### src/rtl/qdvc_pkg.sv
// Shared types, operation codes and helper functions for the detent value counter.
// Depends on nothing; imported by every module of the block.
package qdvc_pkg;

  localparam int OP_W        = 3;
  localparam int CFG_INDEX_W = 2;
  localparam int CFG_DATA_W  = 16;
  localparam int FIELD_W     = 16;
  localparam int STEP_W      = 15;
  localparam int PARTIAL_W   = 3;

  localparam logic [OP_W-1:0] OP_SAMPLE = 3'd0;
  localparam logic [OP_W-1:0] OP_TICK   = 3'd1;
  localparam logic [OP_W-1:0] OP_SET    = 3'd2;
  localparam logic [OP_W-1:0] OP_ZERO   = 3'd3;
  localparam logic [OP_W-1:0] OP_REPORT = 3'd4;

  localparam logic [CFG_INDEX_W-1:0] CFG_MIN_VALUE = 2'd0;
  localparam logic [CFG_INDEX_W-1:0] CFG_MAX_VALUE = 2'd1;
  localparam logic [CFG_INDEX_W-1:0] CFG_STEP_SIZE = 2'd2;

  localparam logic signed [1:0] MOVE_NONE = 2'sb00;
  localparam logic signed [1:0] MOVE_FWD  = 2'sb01;
  localparam logic signed [1:0] MOVE_REV  = 2'sb11;

  // Strobes for the item being processed this cycle; at most one is set.
  typedef struct packed {
    logic sample;
    logic tick;
    logic set;
    logic zero;
  } qdvc_ctrl_t;

  // Quarter-step move from previous {A,B} to new {A,B}.
  function automatic logic signed [1:0] qdvc_move(input logic [3:0] idx);
    logic signed [1:0] m;
    unique case (idx)
      4'd1, 4'd7, 4'd8, 4'd14: m = MOVE_REV;
      4'd2, 4'd4, 4'd11, 4'd13: m = MOVE_FWD;
      default: m = MOVE_NONE;
    endcase
    return m;
  endfunction

  function automatic logic signed [FIELD_W-1:0] qdvc_clamp(
    input logic signed [31:0]        v,
    input logic signed [FIELD_W-1:0] lo,
    input logic signed [FIELD_W-1:0] hi
  );
    logic signed [31:0] lo_x;
    logic signed [31:0] hi_x;
    logic signed [FIELD_W-1:0] r;
    lo_x = 32'(lo);
    hi_x = 32'(hi);
    if (v < lo_x) begin
      r = lo;
    end else if (v > hi_x) begin
      r = hi;
    end else begin
      r = v[FIELD_W-1:0];
    end
    return r;
  endfunction

endpackage

### src/rtl/quadrature_detent_value_counter.sv
// Quadrature detent value counter, top level: input register, phase tracker,
// value unit and result register. Depends on qdvc_pkg, qdvc_phase_acc, qdvc_value_unit.
// Path: an item is taken into the input register and its result is then loaded into
// the result register, which raises result_valid; a full result register can hold it back.
// Throughput: one item per cycle; a waiting result holds the next result item, so item_ready follows result_ready.
// Reset (rst, synchronous): bounds 0..127, step 1, value 0, switch released, no item held.
module quadrature_detent_value_counter #(
  parameter int VALUE_BITS = 16
) (
  input  logic                                    clk,
  input  logic                                    rst,
  // item channel
  input  logic                                    item_valid,
  output logic                                    item_ready,
  input  logic [qdvc_pkg::OP_W-1:0]               operation,
  input  logic                                    phase_a,
  input  logic                                    phase_b,
  input  logic                                    switch_level,
  input  logic signed [qdvc_pkg::FIELD_W-1:0]     new_value,
  // result channel
  output logic                                    result_valid,
  input  logic                                    result_ready,
  output logic signed [qdvc_pkg::FIELD_W-1:0]     value,
  output logic                                    value_changed,
  output logic                                    switch_state,
  // configuration write channel
  input  logic                                    cfg_valid,
  output logic                                    cfg_ready,
  input  logic [qdvc_pkg::CFG_INDEX_W-1:0]        cfg_index,
  input  logic [qdvc_pkg::CFG_DATA_W-1:0]         cfg_data
);
  import qdvc_pkg::*;

  // Input register.
  logic                      s1_valid;
  logic [OP_W-1:0]           s1_op;
  logic                      s1_a;
  logic                      s1_b;
  logic                      s1_sw;
  logic signed [FIELD_W-1:0] s1_nv;

  logic                      s1_has_result;
  logic                      out_free;
  logic                      s1_go;
  logic                      item_xfer;
  logic                      cfg_we;
  qdvc_ctrl_t                ctrl;

  logic signed [FIELD_W-1:0] pending;
  logic                      held_switch;
  logic signed [FIELD_W-1:0] value_next;
  logic                      changed;

  // Tick, set, zero and report each give one result; sample and unused codes none.
  assign s1_has_result = (s1_op == OP_TICK) || (s1_op == OP_SET) ||
                         (s1_op == OP_ZERO) || (s1_op == OP_REPORT);

  // The result register is free when empty or being drained this cycle.
  assign out_free = !result_valid || result_ready;

  // Advance the held item unless it needs the result register and that is full.
  assign s1_go      = s1_valid && (!s1_has_result || out_free);
  assign item_ready = !s1_valid || s1_go;
  assign item_xfer  = item_valid && item_ready;

  // Always taken; the user must make configuration arrive only while the block is idle (not checked here).
  assign cfg_ready = 1'b1;
  assign cfg_we    = cfg_valid && cfg_ready;

  always_comb begin
    ctrl.sample = s1_go && (s1_op == OP_SAMPLE);
    ctrl.tick   = s1_go && (s1_op == OP_TICK);
    ctrl.set    = s1_go && (s1_op == OP_SET);
    ctrl.zero   = s1_go && (s1_op == OP_ZERO);
  end

  // Hold the item until it is processed; load the next one on the same edge.
  always_ff @(posedge clk) begin
    if (rst) begin
      s1_valid <= 1'b0;
    end else if (item_ready) begin
      s1_valid <= item_valid;
    end
  end

  always_ff @(posedge clk) begin
    if (item_xfer) begin
      s1_op <= operation;
      s1_a  <= phase_a;
      s1_b  <= phase_b;
      s1_sw <= switch_level;
      s1_nv <= new_value;
    end
  end

  qdvc_phase_acc u_phase_acc (
    .clk          (clk),
    .rst          (rst),
    .ctrl         (ctrl),
    .phase_a      (s1_a),
    .phase_b      (s1_b),
    .switch_level (s1_sw),
    .pending      (pending),
    .held_switch  (held_switch)
  );

  qdvc_value_unit #(
    .VALUE_BITS (VALUE_BITS)
  ) u_value_unit (
    .clk        (clk),
    .rst        (rst),
    .ctrl       (ctrl),
    .pending    (pending),
    .new_value  (s1_nv),
    .cfg_we     (cfg_we),
    .cfg_index  (cfg_index),
    .cfg_data   (cfg_data),
    .value_next (value_next),
    .changed    (changed)
  );

  // Result register: load on a result-producing item, drop valid on transfer.
  always_ff @(posedge clk) begin
    if (rst) begin
      result_valid <= 1'b0;
    end else if (s1_go && s1_has_result) begin
      result_valid <= 1'b1;
    end else if (result_ready) begin
      result_valid <= 1'b0;
    end
  end

  // Switch level is unchanged by result-producing items, so the held copy is current.
  always_ff @(posedge clk) begin
    if (s1_go && s1_has_result) begin
      value         <= value_next;
      value_changed <= changed;
      switch_state  <= held_switch;
    end
  end

endmodule

### src/rtl/qdvc_phase_acc.sv
// Phase tracker: transition table lookup and saturating pending quarter count.
// Depends on qdvc_pkg.
module qdvc_phase_acc (
  input  logic                                 clk,
  input  logic                                 rst,
  input  qdvc_pkg::qdvc_ctrl_t                 ctrl,
  input  logic                                 phase_a,
  input  logic                                 phase_b,
  input  logic                                 switch_level,
  output logic signed [qdvc_pkg::FIELD_W-1:0]  pending,
  output logic                                 held_switch
);
  import qdvc_pkg::*;

  logic [1:0]                previous_phase;
  logic                      phase_primed;
  logic signed [1:0]         move;
  logic signed [FIELD_W:0]   pend_sum;
  logic signed [FIELD_W-1:0] pend_sat;

  assign move     = qdvc_move({previous_phase, phase_a, phase_b});
  assign pend_sum = (FIELD_W+1)'(pending) + (FIELD_W+1)'(move);

  // Saturate on overflow of the signed count.
  always_comb begin
    if (pend_sum[FIELD_W] != pend_sum[FIELD_W-1]) begin
      pend_sat = pend_sum[FIELD_W] ? {1'b1, {(FIELD_W-1){1'b0}}}
                                   : {1'b0, {(FIELD_W-1){1'b1}}};
    end else begin
      pend_sat = pend_sum[FIELD_W-1:0];
    end
  end

  always_ff @(posedge clk) begin
    if (rst) begin
      previous_phase <= 2'b00;
      phase_primed   <= 1'b0;
      pending        <= '0;
      held_switch    <= 1'b1;
    end else if (ctrl.sample) begin
      held_switch    <= switch_level;
      if (phase_primed) begin
        pending <= pend_sat;
      end
      previous_phase <= {phase_a, phase_b};
      phase_primed   <= 1'b1;
    end else if (ctrl.tick) begin
      pending <= '0;
    end
  end

endmodule

### src/rtl/qdvc_value_unit.sv
// Value unit: detent extraction, step multiply, bound clamp and bound registers.
// Depends on qdvc_pkg.
module qdvc_value_unit #(
  parameter int VALUE_BITS = 16
) (
  input  logic                                    clk,
  input  logic                                    rst,
  input  qdvc_pkg::qdvc_ctrl_t                    ctrl,
  input  logic signed [qdvc_pkg::FIELD_W-1:0]     pending,
  input  logic signed [qdvc_pkg::FIELD_W-1:0]     new_value,
  input  logic                                    cfg_we,
  input  logic [qdvc_pkg::CFG_INDEX_W-1:0]        cfg_index,
  input  logic [qdvc_pkg::CFG_DATA_W-1:0]         cfg_data,
  output logic signed [qdvc_pkg::FIELD_W-1:0]     value_next,
  output logic                                    changed
);
  import qdvc_pkg::*;

  localparam int LimHiInt = (VALUE_BITS >= FIELD_W) ? ((1 << (FIELD_W-1)) - 1)
                                                    : ((1 << (VALUE_BITS-1)) - 1);
  localparam logic signed [FIELD_W-1:0] LIM_HI = FIELD_W'(LimHiInt);
  localparam logic signed [FIELD_W-1:0] LIM_LO = FIELD_W'(-LimHiInt - 1);

  logic signed [FIELD_W-1:0]   min_value;
  logic signed [FIELD_W-1:0]   max_value;
  logic [STEP_W-1:0]           step_size;
  logic signed [PARTIAL_W-1:0] partial;
  logic signed [FIELD_W-1:0]   held;

  logic signed [FIELD_W:0]     tick_sum;
  logic signed [FIELD_W:0]     tick_adj;
  logic signed [FIELD_W-2:0]   detents;
  logic signed [FIELD_W:0]     rem_full;
  logic signed [30:0]          delta;
  logic signed [31:0]          tick_target;
  logic signed [FIELD_W-1:0]   lo_now;
  logic signed [FIELD_W-1:0]   hi_now;
  logic signed [PARTIAL_W-1:0] partial_next;

  logic signed [FIELD_W-1:0]   cfg_word;
  logic signed [FIELD_W-1:0]   min_new;
  logic signed [FIELD_W-1:0]   max_new;
  logic signed [FIELD_W-1:0]   held_cfg;

  function automatic logic signed [FIELD_W-1:0] lim(input logic signed [FIELD_W-1:0] b);
    logic signed [FIELD_W-1:0] r;
    if (b < LIM_LO) begin
      r = LIM_LO;
    end else if (b > LIM_HI) begin
      r = LIM_HI;
    end else begin
      r = b;
    end
    return r;
  endfunction

  assign lo_now = lim(min_value);
  assign hi_now = lim(max_value);

  // Truncate toward zero: bias negative sums by 3 before the shift.
  assign tick_sum    = (FIELD_W+1)'(pending) + (FIELD_W+1)'(partial);
  assign tick_adj    = tick_sum + (tick_sum[FIELD_W] ? (FIELD_W+1)'(3) : (FIELD_W+1)'(0));
  assign detents     = tick_adj[FIELD_W:2];
  assign rem_full    = tick_sum - (FIELD_W+1)'({detents, 2'b00});
  assign delta       = 31'(detents) * 31'($signed({1'b0, step_size}));
  assign tick_target = 32'(held) + 32'(delta);

  always_comb begin
    value_next   = held;
    partial_next = partial;
    changed      = 1'b0;
    priority if (ctrl.tick) begin
      partial_next = rem_full[PARTIAL_W-1:0];
      if (detents != '0) begin
        value_next = qdvc_clamp(tick_target, lo_now, hi_now);
        changed    = 1'b1;
      end
    end else if (ctrl.set) begin
      value_next   = qdvc_clamp(32'(new_value), lo_now, hi_now);
      partial_next = '0;
      changed      = 1'b1;
    end else if (ctrl.zero) begin
      value_next   = qdvc_clamp(32'sd0, lo_now, hi_now);
      partial_next = '0;
      changed      = 1'b1;
    end
  end

  // Bound writes: swap when the new bound passes the other, then reclamp.
  assign cfg_word = cfg_data;
  always_comb begin
    min_new = min_value;
    max_new = max_value;
    if (cfg_index == CFG_MIN_VALUE) begin
      if (cfg_word > max_value) begin
        min_new = max_value;
        max_new = cfg_word;
      end else begin
        min_new = cfg_word;
      end
    end else if (cfg_index == CFG_MAX_VALUE) begin
      if (cfg_word < min_value) begin
        max_new = min_value;
        min_new = cfg_word;
      end else begin
        max_new = cfg_word;
      end
    end
    held_cfg = qdvc_clamp(32'(held), lim(min_new), lim(max_new));
  end

  always_ff @(posedge clk) begin
    if (rst) begin
      min_value <= '0;
      max_value <= FIELD_W'(127);
      step_size <= STEP_W'(1);
      partial   <= '0;
      held      <= '0;
    end else if (cfg_we) begin
      unique case (cfg_index)
        CFG_MIN_VALUE, CFG_MAX_VALUE: begin
          min_value <= min_new;
          max_value <= max_new;
          held      <= held_cfg;
        end
        CFG_STEP_SIZE: begin
          if (cfg_data[STEP_W-1:0] != '0) begin
            step_size <= cfg_data[STEP_W-1:0];
          end
        end
        default: begin
        end
      endcase
    end else begin
      held    <= value_next;
      partial <= partial_next;
    end
  end

endmodule

### config.mk
export PLATFORM = sky130hd
export DESIGN_NAME = quadrature_detent_value_counter
export DESIGN_NICKNAME = d
export VERILOG_FILES = /design/src/rtl/qdvc_pkg.sv /design/src/rtl/quadrature_detent_value_counter.sv /design/src/rtl/qdvc_phase_acc.sv /design/src/rtl/qdvc_value_unit.sv
export SDC_FILE = /design/constraint.sdc
export NUM_CORES = 1
export LEC_CHECK = 0
export BUFFER_PORTS_ARGS = -buffer_cell sky130_fd_sc_hd__buf_4
export CORE_UTILIZATION = 30
export CTS_CLUSTER_DIAMETER = 60
export DETAILED_ROUTE_END_ITERATION = 8
export GPL_TIMING_DRIVEN = 0
export MAX_ROUTING_LAYER = met4
export SLEW_MARGIN = 5
export SYNTH_ARGS = -nofsm -noshare
export SYNTH_HDL_FRONTEND = slang
export SYNTH_SLANG_ARGS = --single-unit
### constraint.sdc
create_clock -name clk -period 13.7 [get_ports clk]
set_input_delay 2.055 -clock clk [delete_from_list [all_inputs] [get_ports clk]]
set_output_delay 2.055 -clock clk [all_outputs]
set_load 0.02 [all_outputs]
Word level (Yosys, flattened, before mapping):

Memories as Yosys holds them, arrays and structs flattened.
Index checks and enable logic that the tools add are counted.

* register bits: 128
* ROM bits: 32
* input port bits: 45
* output and inout port bits: 21
* word-level logic and storage cells: 129
* memories: 1

* add/sub/neg operators: 5
* multiply operators: 1
* $lt $le $gt $ge: 18
* equality and inequality tests: 10
* multiplexer cells: 45
* bitwise gates (word level): 1
* reduce and logical (&&, ||, !) cells: 29

Memories
* (no name shown): depth 16, width 2, read ports 1, clocked after memory_dff 0, write ports 0, RTL line qdvc_pkg.sv:37 `unique case (idx)`

Operators by type and width (number)
* 16-bit two-way mux: 35
* 16-bit greater-than comparator (second input constant): 4
* 16-bit less-than comparator (second input constant): 4
* 16-bit greater-than comparator: 3
* 16-bit less-than comparator: 3
* 16-bit by 31-bit adder with 32-bit output: 1
* 32-bit by 16-bit greater-than comparator with 1-bit output: 1
* 32-bit by 16-bit less-than comparator with 1-bit output: 1
* 15-bit by 16-bit multiplier with 31-bit output: 1
* 15-bit nonzero test: 2
* 16-bit by 2-bit adder with 17-bit output: 1
* 16-bit by 3-bit adder with 17-bit output: 1
* 17-bit by 3-bit adder with 17-bit output: 1
* 1-bit by 16-bit greater-than comparator with 1-bit output (first input constant): 1
* 1-bit by 16-bit less-than comparator with 1-bit output (first input constant): 1
* 3-bit two-way mux: 3
* 2-bit AND reduction: 4
* 1-bit logical AND: 7
* 3-bit by 2-bit equality test with 1-bit output (second input constant): 2
* 1-bit logical OR: 6
* 1-bit two-way mux: 6
* 2-bit by 1-bit inequality test with 1-bit output (second input constant): 2
* 2-bit nonzero test: 2
* 3-bit by 1-bit equality test with 1-bit output (second input constant): 1
* 14 further kinds: 16

Longest topological paths before layout:

Gate-level depths: netlist of run 1.

* word-level depth: 12
* depth in mapped cells: 51

Cells and area by module:

Synthesis of run 1 repeated with hierarchy kept, for this count alone.

* cells, all modules: 2608
* area total of the unflattened synthesis: 21640.8 um2

By module, submodules not included
* qdvc_value_unit: times used 1, cells an instance 2360, area each 18601.6 um2
* qdvc_phase_acc: times used 1, cells an instance 186, area each 1679.1 um2
* quadrature_detent_value_counter: times used 1, cells an instance 62, area each 1360.1 um2

Worst setup path before layout of run 1:

OpenSTA, ideal clock, no wires.

* kind: register to register
* from: register u_value_unit.partial[2]
* to: register value[12] (netlist bit) (data pin)
* setup time: 0.260 ns
* arrival time: 11.509 ns
* required time: 13.440 ns
* path slack: 1.930 ns
* cell stages (with the launch flop): 43
* path buffers: 2
* clock period less this slack: 11.770 ns
* cells stage by stage: dfxtp_1 ha_1 and3_4 a311o_1 o21ai_1 o21bai_1 or4_1 nor2_1 nand2_1 or3_1 xnor2_1 clkbuf_1 nand2_1 fa_1 inv_1 fa_1 inv_1 fa_1 [7 not listed] a21oi_1 o311a_1 o31ai_1 a21oi_1 o31a_1 o311ai_0 ha_1 nand2_1 nor3_1 and3_1 o31ai_1 nand2b_1 o211ai_1 clkbuf_1 mux2_2 mux2i_1 nand2_1 o211a_1

* cells in the longest elaborated chain, start to end: 10

Ends and longest elaborated chain
* from (decl): RTL line qdvc_value_unit.sv:27 `logic signed [PARTIAL_W-1:0] partial;`
* from (signal assigned): RTL line qdvc_value_unit.sv:136 `partial <= partial_next;`
* 16-bit by 3-bit adder with 17-bit output *: RTL line qdvc_value_unit.sv:61 `assign tick_sum = (FIELD_W+1)'(pending) + (FIELD_W+1)'(partial);`
* 2-bit two-way mux: RTL line qdvc_value_unit.sv:62 `assign tick_adj = tick_sum + (tick_sum[FIELD_W] ? (FIELD_W+1)'(3) : (FIELD_W+1)'(0));`
* 17-bit by 3-bit adder with 17-bit output *: RTL line qdvc_value_unit.sv:62
* 15-bit by 16-bit multiplier with 31-bit output: RTL line qdvc_value_unit.sv:65 `assign delta = 31'(detents) * 31'($signed({1'b0, step_size}));`
* 16-bit by 31-bit adder with 32-bit output: RTL line qdvc_value_unit.sv:66 `assign tick_target = 32'(held) + 32'(delta);`
* 32-bit by 16-bit greater-than comparator with 1-bit output: RTL line qdvc_pkg.sv:57 `end else if (v > hi_x) begin`
* 16-bit two-way mux: RTL line qdvc_pkg.sv:57
* 16-bit two-way mux: RTL line qdvc_pkg.sv:55 `if (v < lo_x) begin`
* 16-bit two-way mux *: RTL line qdvc_value_unit.sv:74 `if (detents != '0) begin`
* 16-bit two-way mux *: RTL line qdvc_value_unit.sv:72 `priority if (ctrl.tick) begin`
* via u_value_unit.value_next (one bit): RTL line qdvc_value_unit.sv:14 `output logic signed [qdvc_pkg::FIELD_W-1:0] value_next,`
* to (signal assigned): RTL line quadrature_detent_value_counter.sv:136 `value <= value_next;`
* to (decl): RTL line quadrature_detent_value_counter.sv:23 `output logic signed [qdvc_pkg::FIELD_W-1:0] value,`

The timed path passes the listed nets; every way through them passes the cells marked *.
A chain may end at the register's enable or synchronous reset.

Final worst setup path of run 1:

* from: register u_value_unit.partial[2]
* to: register u_value_unit.held[9]

* cells in the longest elaborated chain, start to end: 11

Ends and longest elaborated chain
* 16-bit by 3-bit adder with 17-bit output *: RTL line qdvc_value_unit.sv:61
* 2-bit two-way mux: RTL line qdvc_value_unit.sv:62
* 17-bit by 3-bit adder with 17-bit output *: RTL line qdvc_value_unit.sv:62
* 15-bit by 16-bit multiplier with 31-bit output: RTL line qdvc_value_unit.sv:65
* 16-bit by 31-bit adder with 32-bit output: RTL line qdvc_value_unit.sv:66
* 32-bit by 16-bit greater-than comparator with 1-bit output: RTL line qdvc_pkg.sv:57
* 16-bit two-way mux: RTL line qdvc_pkg.sv:57
* 16-bit two-way mux: RTL line qdvc_pkg.sv:55
* 16-bit two-way mux *: RTL line qdvc_value_unit.sv:74
* 16-bit two-way mux *: RTL line qdvc_value_unit.sv:72
* via u_value_unit.value_next (one bit): RTL line qdvc_value_unit.sv:14
* 16-bit two-way mux *: RTL line qdvc_value_unit.sv:119 `end else if (cfg_we) begin`
* to (signal assigned): RTL line qdvc_value_unit.sv:124 `held <= held_cfg;`
* to (signal assigned): RTL line qdvc_value_unit.sv:135 `held <= value_next;`
* to (decl): RTL line qdvc_value_unit.sv:28 `logic signed [FIELD_W-1:0] held;`

Marked as above.

==> qor.txt, run 1 <==
initial core utilization -> 30.37%
TritonCTS clock tree -> done
type of the most critical hold path -> reg2reg
hpwl dp -> 59200 um
result of the run -> finished, final reports clean
peak per-stage delay on the critical path -> 0.65 ns
count of filler cells inserted in the layout -> 7378
Syn-to-layout area delta -> 11.09%
leak pwr -> 11.17 nW
first drt pass iteration count -> 6
Mapped Cells -> 2578
root buf cell -> sky130_fd_sc_hd__clkbuf_16
unrepaired setup endpoints after global routing -> no
critical path's top delay family -> adder cells
mean routed wirelength per cell -> 20.29 um
total vias in the final route -> 19310
largest net degree at the start of global routing -> 19
later-pin clock latency in the skew report -> 0.46 ns
Crit path arrival time -> 13.39 ns
number of buffers created by CTS -> 17
Post-synth top flop -> sky130_fd_sc_hd__dfxtp_1
PD cells -> 76.21 nW/um2
number of buffers between clock root and the deepest sink -> 2
flop and latch count out of synthesis -> 128
share of the yosys chip area belonging to registers -> 13.88%
I/O pins -> 66
Post-synth EDFFs -> 40
utilization after layout -> 33.74%
vias in the first global route -> 18930
horizontal die dimension -> 268.7 um
weighted congestion reported at the end of routability-driven placement -> 0.9867
TritonCTS sink count -> 128
top cells by area, synth -> sky130_fd_sc_hd__fa_1 19%, sky130_fd_sc_hd__ha_1 18%, sky130_fd_sc_hd__dfxtp_1 8.3%
floorplan die height -> 268.7 um
worst-path maximum fanout -> 15
final period demand of the worst path -> 13.03 ns
Syn. warnings -> 0
DRT antenna net count -> 0
number of placed instances, taps included -> 3583
final max-slew violation count -> 0
DRC Markers -> 0
final worst-path cycle share -> 95.14%
First DRT Iteration DRCs -> 1677
cell types with the highest counts after synthesis -> 418 x sky130_fd_sc_hd__inv_1, 306 x sky130_fd_sc_hd__ha_1, 233 x sky130_fd_sc_hd__nand2_1
netlist area before placement -> 21340 um2
final worst-path setup slack -> 0.6659 ns
GRT Util Overall -> 21.33%
row count -> 97
post-synth top area share -> 18.76%
detailed-route wire length -> 73400 um
diode insertion count for antenna repair -> 0
upper clock frequency limit -> 0.07672 GHz
Post-Place Setup Slack -> -0.5261 ns
count of buffers inserted at the top-level ports -> 63
share of flip-flops with an asynchronous set or reset -> 0%
count of final hold-check violations -> 0
worst slew pin tran -> 1.243 ns
Critical Setup Path Class -> reg2reg
grt ovf -> 0
Required @ worst endpoint -> 14.05 ns
Critical Path End Type -> flop
global-route wire length before repair -> 112800 um
worst path bufs/invs -> 6
category of the worst setup path launch point -> flop
max-cap violation count -> 0
post-synthesis cell type count -> 80
clock-pin slew of the registers on the worst-case setup and hold paths -> 0.07 ns
Final Instance Count excl. Fillers -> 3617
clock skew -> 0.01595 ns
setup violators final -> 0
number of H-tree branching levels -> 4
Most common cell on crit path -> sky130_fd_sc_hd__fa_1
worst relative slew slack -> 16.11%
net count of the finished layout -> 3215
die outline area -> 72210 um2
net count after synthesis -> 3129
antenna violations before repair -> 0
Max IR drop VDD -> 0.07779 mV
Yosys top cell by area -> sky130_fd_sc_hd__fa_1
fraction of final layout cells with drive strength greater than 1 -> 5.827%
slowest cell on the critical path -> sky130_fd_sc_hd__fa_1
most frequent cell after synthesis -> sky130_fd_sc_hd__inv_1
Mapped Avg Cell Area -> 8.278 um2
Floorplan Core Area -> 70270 um2
final hold slack -> 0.4355 ns
vias per std cell -> 5.338
power breakdown:
group          switching [mW]  total [mW]  internal [mW]
Clock                   0.201       0.472          0.271
Combinational           0.530       0.870          0.340
Sequential             0.0479       0.465          0.417
Total                   0.778        1.81           1.03
state kept, by name, indices dropped and copies added, names as in the netlist, 2 cells and up:
| register | count |
|---|---|
| u_value_unit.max_value | 16 |
| u_value_unit.min_value | 16 |
| s1_nv | 16 |
| u_value_unit.step_size | 15 |
| u_value_unit.held | 16 |
| u_value_unit.partial | 3 |
| value | 16 |
| u_phase_acc.pending | 16 |
| s1_op | 3 |
| u_phase_acc.previous_phase | 2 |
through the flow:
step | setup TNS (ns) | instance area (um2) | power (mW)
floorplan | 0 | 21340 | 1.037
global placement | -8.643 | 22990 | 1.298
detailed placement | -9.757 | 23030 | 1.302
CTS | 0 | 23640 | 1.785
global route | 0 | 23710 | 1.908
finish | 0 | 23710 | 1.807
final cells by class:
cell class	count	area, um2	share of cell area, %
Buffer	117	456.7	1.926
Clock buffer	19	432.9	1.826
Clock inverter	13	152.6	0.6439
Inverter	418	1569	6.618
Multi-Input combinational cell	1915	16440	69.34
Sequential cell	128	2964	12.50
Tap cell	940	1176	4.961
Timing Repair Buffer	67	518.0	2.185
final timing paths:
kind | endpoint | depth (start not counted) | slack [ns] | from
max reg2reg | u_value_unit.held[9] | 40 | 0.67 | u_value_unit.partial[2]
min reg2reg | switch_state | 0 | 0.44 | u_phase_acc.held_switch
max | u_value_unit.held[9] | 40 | 0.67 | u_value_unit.partial[2]
min | switch_state | 0 | 0.44 | u_phase_acc.held_switch
routing by layer:
layer,vias up,wire length [um],GRT usage [%]
met5,-,0,-
met4,0,3563,10.10
met3,186,5977,3.680
met2,816,32540,32.62
met1,9323,31320,27.27
li1,8983,-,-
kinds of logic after synthesis:
kind of cell,count (synthesis),synth area share (%)
XOR/XNOR,53,2.175
buffers and inverters,535,9.468
other,1,0.01757
adder cells (fa/ha/maj),508,36.79
multiplexers,67,3.283
flip-flops,128,13.88
AO/OA/AOI/OAI,541,17.18
AND/OR/NAND/NOR,745,17.20
worst reg2reg max path: cells and delay by family, from the launching register on:
kind / cells / cell delay, ns
fa+ha+maj: 9 / 4.26
compound gates: 14 / 3.70
simple gates: 8 / 1.97
buf+inv: 6 / 1.40
xor+xnor: 2 / 0.80
flops: 1 / 0.51
mux: 1 / 0.29
cells in the final DEF (no fill, tap or decap), drive strengths merged, types with 20 or more instances in the layout:
cell    Yosys  final
clkbuf    111    131
buf         6     72
xnor2      34     34
mux2i      52     52
fa        200    200
nor4       20     20
inv       418    423
edfxtp     40     40
nand2     233    233
nand4      30     30
nor2      134    134
nand2b     22     22
o22ai      24     24
a21oi     121    121
o22a       33     33
o211ai     27     27
dfxtp      88     88
nand3      47     47
ha        306    306
o21ai     115    115
a21o       33     33
o21a       27     27
nor3       55     55
and2       92     92
nor2b      42     42
repair_timing:
action | in CTS | in global routing
hold endpoints to repair | 0 | 0
endpoints found under the setup margin | 32 | 32
setup buffers | 2 | 0
pin swaps | 1 | 0
hold buffers | 0 | 0
resized for setup | 2 | 16
(Power assumes the default switching activity.)
==> run 2: changes to the inputs <==
--- a/config.mk
+++ b/config.mk
@@ -5,12 +5,13 @@
 export SDC_FILE = /design/constraint.sdc
 export NUM_CORES = 1
 export LEC_CHECK = 0
-export BUFFER_PORTS_ARGS = -buffer_cell sky130_fd_sc_hd__buf_4
-export CORE_UTILIZATION = 30
+export CORE_UTILIZATION = 51
 export CTS_CLUSTER_DIAMETER = 60
 export DETAILED_ROUTE_END_ITERATION = 8
+export DONT_BUFFER_PORTS = 1
 export GPL_TIMING_DRIVEN = 0
 export MAX_ROUTING_LAYER = met4
+export PLACE_DENSITY = 0.66
 export SLEW_MARGIN = 5
 export SYNTH_ARGS = -nofsm -noshare
 export SYNTH_HDL_FRONTEND = slang
==> run 2 against run 1 <==
Effect of this change: hold slack improved by 0.031 ns; total power decreased by 1.5%; worst setup slack worse by 0.22 ns; sequential power increased by 0.9%; non-clock buffer count is 62 lower; wire length up 0.38%.
==> qor.txt, run 2 (same netlist as run 1, synthesis figures left out) <==
net load switching power -> 0.7807 mW (+0.35%)
worst relative slew slack -> 25.09% (+9.0 points)
sw frac -> 43.88% (+0.82 points)
horizontal die dimension -> 206.6 um (-23%)
number of cells on the worst reg-to-reg path -> 47 (+18%)
final worst-path setup slack -> 0.4444 ns (-0.2215 ns)
most frequent standard cell in the layout excluding fill and tap cells -> sky130_fd_sc_hd__inv_1
met2 wire length -> 33770 um (+3.8%)
first element of the critical path -> u_phase_acc.pending[0]
floorplan die height -> 206.6 um (-23%)
worst hold start -> s1_sw
number of buffers between clock root and the deepest sink -> 2 (unchanged)
die outline area -> 42670 um2 (-41%)
category of the worst setup path launch point -> flop
final period demand of the worst path -> 13.26 ns (+0.2215 ns)
vias per std cell -> 6.117 (+15%)
peak per-stage delay on the critical path -> 0.61 ns (-0.04 ns)
later-pin clock latency in the skew report -> 0.46 ns (about the same)
unrepaired setup endpoints after global routing -> no
worst-path maximum fanout -> 10 (-5)
First DRT Iteration DRCs -> 1412 (-16%)
detailed-route wire length -> 73680 um (+0.38%)
I/O pins -> 66 (unchanged)
Final Instance Count excl. Fillers -> 3147 (-13%)
max-cap violation count -> 0 (unchanged)
antenna violations before repair -> 0 (unchanged)
setup violators final -> 0 (unchanged)
count of buffers inserted at the top-level ports -> 0 (-100%)
first drt pass iteration count -> 6 (unchanged)
weighted congestion reported at the end of routability-driven placement -> 1.005 (+1.8%)
diode insertion count for antenna repair -> 0 (unchanged)
PD cells -> 78.30 nW/um2 (+2.7%)
detailed-route wire length on metal 1 -> 29940 um (-4.4%)
total internal power -> 0.9985 mW (-2.9%)
source of the worst register-to-register timing path -> u_phase_acc.pending[0]
mean routed wirelength per cell -> 23.41 um (+15%)
top routing layer used -> met4
clock skew -> 0.01322 ns (-0.002737 ns)
Max IR drop VDD -> 0.09418 mV (+21%)
commonest non-fill, non-tap cells in the layout -> 418 x sky130_fd_sc_hd__inv_1, 306 x sky130_fd_sc_hd__ha_1, 233 x sky130_fd_sc_hd__nand2_1
final max-slew violation count -> 0 (unchanged)
final worst-path cycle share -> 96.76% (+1.6 points)
row count -> 74 (-24%)
number of buffers created by CTS -> 17 (unchanged)
count of final hold-check violations -> 0 (unchanged)
result of the run -> finished, final reports clean
global-route wire length before repair -> 112100 um (-0.61%)
endpoint of the worst-slack reg-to-reg timing path -> u_value_unit.held[0]
destination of the worst hold path -> u_phase_acc.held_switch
worst slew pin tran -> 1.122 ns (-0.1206 ns)
fraction of final layout cells with drive strength greater than 1 -> 3.671% (-2.2 points)
portion of total power attributed to combinational logic -> 48.1% (about the same)
vias in the first global route -> 19210 (+1.5%)
Critical Setup Path Class -> reg2reg
root buf cell -> sky130_fd_sc_hd__clkbuf_16
clock-pin slew of the registers on the worst-case setup and hold paths -> 0.06 ns (about the same)
number of H-tree branching levels -> 4 (unchanged)
clock network fraction of design power -> 25.5% (-0.6 points)
Post-Place Setup Slack -> -0.6455 ns (-0.1194 ns)
Crit path arrival time -> 13.66 ns (+0.27 ns)
GRT Util Overall -> 36.43% (+15 points)
initial core utilization -> 52.03% (+22 points)
worst setup slack for register-to-register paths -> 0.44 ns (-0.22 ns)
upper clock frequency limit -> 0.07544 GHz (-1.7%)
met3 wire length -> 5073 um (-15%)
slowest cell on the critical path -> sky130_fd_sc_hd__xor2_1
TritonCTS clock tree -> done
Required @ worst endpoint -> 14.10 ns (+0.05 ns)
Most common cell on crit path -> sky130_fd_sc_hd__fa_1
sequential cell fraction of total power -> 26.4% (+0.6 points)
hpwl dp -> 59820 um (+1.1%)
Syn-to-layout area delta -> 6.467%
Critical Path End Type -> flop
total vias in the final route -> 19250 (-0.30%)
net count of the finished layout -> 3153 (-1.9%)
grt ovf -> 0 (unchanged)
Floorplan Core Area -> 41020 um2 (-42%)
Hold Path Depth -> 2 (+2)
DRC Markers -> 0 (unchanged)
number of placed instances, taps included -> 3113 (-13%)
largest net degree at the start of global routing -> 20 (+1)
TritonCTS sink count -> 128 (unchanged)
DRT antenna net count -> 0 (unchanged)
type of the most critical hold path -> reg2reg
leak pwr -> 10.88 nW (-2.6%)
## run 2: routing by layer
layer / track usage (%) / up-vias
met3: 5.133 / 206
met5: - / -
met2: 57.19 / 806
li1: - / 8862
met4: 21.98 / 0
met1: 44.44 / 9376
## run 2: worst max-delay path by stage
stage / cells past startpoint / endpoint / slack, ns
floorplan: 42 / value[12] / 1.93
global placement: 43 / u_value_unit.held[3] / -0.54
detailed placement: 43 / u_value_unit.held[3] / -0.65
CTS: 43 / u_value_unit.held[3] / 0.19
global route: 47 / u_value_unit.held[0] / 0.001
finish: 47 / u_value_unit.held[0] / 0.44
## run 2: cell type report
| cell class | instances | area, um2 |
|---|---|---|
| fillers | 3923 | 18300 |
| multi-input cells | 1915 | 16440 |
| flip-flops and latches | 128 | 2964 |
| inverters | 418 | 1569 |
| well taps | 532 | 665.6 |
| plain buffers | 117 | 460.4 |
| clock buffers | 17 | 425.4 |
| clock inverters | 15 | 131.4 |
| repair buffers | 5 | 62.56 |
## run 2: power by group through the flow
stage / registers (mW) / clock network [mW] / logic, mW
6_report: 0.469 / 0.453 / 0.856
5_1_grt: 0.470 / 0.469 / 0.936
4_1_cts: 0.468 / 0.457 / 0.835
3_5_place_dp: 0.476 / 0 / 0.822
3_3_place_gp: 0.476 / 0 / 0.799
2_1_floorplan: 0.447 / 0 / 0.589
## run 2: timing repair
action	in CTS	in global routing
endpoints found under the setup margin	32	32
setup buffers	2	0
resized for setup	4	20
hold buffers	0	0
pin swaps	1	0
## run 2: worst max-delay path: cells and delay by family (launching register included)
| kind | cells | cell delay, ns |
|---|---|---|
| AOI/OAI and AO/OA | 20 | 4.96 |
| muxes | 1 | 0.13 |
| DFF | 1 | 0.38 |
| and+or+nand+nor | 7 | 0.95 |
| xor gates and xnor gates | 2 | 0.75 |
| buffers and inverters | 7 | 1.48 |
| adders and majority gates | 10 | 4.53 |
## run 2: metrics by stage
stage               cell area (um2)  total power, mW  hold WS (ns)  util [%]  setup TNS [ns]
finish                        22720            1.779        0.4662     55.40               0
global route                  22720            1.875        0.4821     55.40               0
CTS                           22650            1.759        0.4569     55.22               0
detailed placement            22060            1.297        0.4391     53.78          -11.11
global placement              22010            1.275        0.4327     53.65          -7.472
floorplan                     21340            1.037        0.4076         -               0
==> run 3: changes to the inputs <==
--- a/config.mk
+++ b/config.mk
@@ -12,6 +12,7 @@
 export GPL_TIMING_DRIVEN = 0
 export MAX_ROUTING_LAYER = met4
 export PLACE_DENSITY = 0.66
+export SETUP_SLACK_MARGIN = 0.5
 export SLEW_MARGIN = 5
 export SYNTH_ARGS = -nofsm -noshare
 export SYNTH_HDL_FRONTEND = slang
==> run 3 against run 2 <==
Effect of this change: clock skew down 0.0018 ns; critical path type unchanged; largest power group unchanged; first-iteration DRC count up 2.5%; worst setup slack better by 0.57 ns; total power up 0.26%.
==> qor.txt, run 3 (same netlist as run 1, synthesis figures left out) <==
result of the run -> finished, final reports clean
endpoint of the worst-slack reg-to-reg timing path -> value[14]
I/O pins -> 66 (unchanged)
final worst-path cycle share -> 92.58% (-4.2 points)
later-pin clock latency in the skew report -> 0.46 ns (about the same)
count of final hold-check violations -> 0 (unchanged)
global-route wire length before repair -> 112100 um (about the same)
vias in the first global route -> 19210 (+0.010%)
detailed-route wire length -> 73740 um (about the same)
peak per-stage delay on the critical path -> 0.55 ns (-0.06 ns)
TritonCTS sink count -> 128 (unchanged)
largest net degree at the start of global routing -> 20 (unchanged)
weighted congestion reported at the end of routability-driven placement -> 1.005 (unchanged)
count of buffers inserted at the top-level ports -> 0 (unchanged)
Most common cell on crit path -> sky130_fd_sc_hd__fa_1
Critical Path Sink -> value[14]
commonest non-fill, non-tap cells in the layout -> 418 x sky130_fd_sc_hd__inv_1, 306 x sky130_fd_sc_hd__ha_1, 233 x sky130_fd_sc_hd__nand2_1
worst-path maximum fanout -> 10 (unchanged)
clock skew -> 0.01144 ns (-0.001778 ns)
First DRT Iteration DRCs -> 1447 (+2.5%)
Required @ worst endpoint -> 14.02 ns (-0.08 ns)
grt ovf -> 0 (unchanged)
number of buffers between clock root and the deepest sink -> 2 (unchanged)
mean routed wirelength per cell -> 23.41 um (about the same)
die outline area -> 42670 um2 (unchanged)
source of the worst register-to-register timing path -> u_phase_acc.pending[0]
horizontal die dimension -> 206.6 um (unchanged)
Critical Path End Type -> flop
number of cells on the worst reg-to-reg path -> 41 (-13%)
Max IR drop VDD -> 0.09415 mV (about the same)
max-cap violation count -> 0 (unchanged)
GRT Util Overall -> 36.44% (about the same)
worst relative slew slack -> 26.02% (+0.92 points)
first drt pass iteration count -> 6 (unchanged)
number of H-tree branching levels -> 4 (unchanged)
Crit path arrival time -> 13.00 ns (-0.66 ns)
final period demand of the worst path -> 12.68 ns (-0.5719 ns)
slowest cell on the critical path -> sky130_fd_sc_hd__fa_1
root buf cell -> sky130_fd_sc_hd__clkbuf_16
leak pwr -> 10.92 nW (+0.35%)
unrepaired setup endpoints after global routing -> no
upper clock frequency limit -> 0.07884 GHz (+4.5%)
most frequent standard cell in the layout excluding fill and tap cells -> sky130_fd_sc_hd__inv_1
Syn-to-layout area delta -> 6.906%
Critical Setup Path Class -> reg2reg
PD cells -> 78.19 nW/um2 (-0.15%)
TritonCTS clock tree -> done
initial core utilization -> 52.03% (unchanged)
vias per std cell -> 6.118 (about the same)
row count -> 74 (unchanged)
hpwl dp -> 59820 um (unchanged)
final worst-path setup slack -> 1.016 ns (+0.5719 ns)
total vias in the final route -> 19270 (+0.12%)
utilization after layout -> 55.63% (+0.23 points)
Floorplan Core Area -> 41020 um2 (unchanged)
final max-slew violation count -> 0 (unchanged)
first element of the critical path -> u_phase_acc.pending[0]
antenna violations before repair -> 0 (unchanged)
overall power of the completed layout -> 1.784 mW (+0.26%)
floorplan die height -> 206.6 um (unchanged)
DRT antenna net count -> 0 (unchanged)
diode insertion count for antenna repair -> 0 (unchanged)
type of the most critical hold path -> reg2reg
worst setup slack for register-to-register paths -> 1.02 ns (+0.57 ns)
fraction of final layout cells with drive strength greater than 1 -> 4.393% (+0.72 points)
category of the worst setup path launch point -> flop
DRC Markers -> 0 (unchanged)
net count of the finished layout -> 3156 (+0.095%)
Post-Place Setup Slack -> -0.6455 ns (unchanged)
setup violators final -> 0 (unchanged)
worst slew pin tran -> 1.108 ns (-0.01385 ns)
clock-pin slew of the registers on the worst-case setup and hold paths -> 0.06 ns (about the same)
number of buffers created by CTS -> 17 (unchanged)
-- run 3: where the power goes --
| group | switching [mW] | leakage (nW) | internal (mW) |
|---|---|---|---|
| Combinational | 0.528 | 9.55 | 0.334 |
| Clock | 0.202 | 0.271 | 0.251 |
| Sequential | 0.0519 | 1.10 | 0.417 |
| Total | 0.782 | 10.9 | 1.00 |
-- run 3: how the worst min path moves through the flow --
stage	depth (start not counted)	slack [ns]	startpoint	end
after CTS	0	0.46	u_phase_acc.held_switch	switch_state
after global routing	0	0.48	u_phase_acc.held_switch	switch_state
after global placement	0	0.43	u_phase_acc.held_switch	switch_state
final	0	0.47	u_phase_acc.held_switch	switch_state
after detailed placement	0	0.44	u_phase_acc.held_switch	switch_state
after floorplan	0	0.41	u_phase_acc.held_switch	switch_state
-- run 3: per-layer routing --
layer / GRT usage (%) / up-vias / wire length (um)
met5: - / - / 0
met2: 57.20 / 791 / 33710
met1: 44.45 / 9401 / 29970
li1: - / 8858 / -
met3: 5.133 / 223 / 5001
met4: 22.01 / 0 / 5046
-- run 3: layout make-up --
| class | count | area (um2) |
|---|---|---|
| sequential | 128 | 2967 |
| buffer | 117 | 470.5 |
| inverter | 418 | 1569 |
| fill | 3907 | 18200 |
| clock inverter | 15 | 131.4 |
| tap | 532 | 665.6 |
| timing repair buffer | 8 | 85.08 |
| clock buffer | 17 | 425.4 |
| multi-input combinational | 1915 | 16500 |
-- run 3: what timing repair did --
action,in CTS,in global routing
endpoints found under the setup margin,32,32
pin swaps,1,1
hold buffers,0,0
buffers inserted,2,3
gates resized for setup,11,38
-- run 3: metrics by stage --
| stage | TNS [ns] | cells | hold slack, ns | instance area [um2] |
|---|---|---|---|---|
| 2_1_floorplan | 0 | 2578 | 0.4076 | 21340 |
| 3_3_place_gp | -7.472 | 3110 | 0.4327 | 22010 |
| 3_5_place_dp | -11.11 | 3113 | 0.4391 | 22060 |
| 4_1_cts | 0 | 3147 | 0.4569 | 22680 |
| 5_1_grt | 0 | 3150 | 0.4821 | 22820 |
| 6_report | 0 | 3150 | 0.4666 | 22820 |
-- run 3: critical path: cells and delay by family, from the launching register on --
| kind | cells | cell delay (ns) |
|---|---|---|
| AO/OA/AOI/OAI | 14 | 3.47 |
| XOR/XNOR | 1 | 0.40 |
| adder cells (fa/ha/maj) | 10 | 4.55 |
| buffers and inverters | 7 | 1.30 |
| flip-flops | 1 | 0.38 |
| AND/OR/NAND/NOR | 9 | 2.45 |
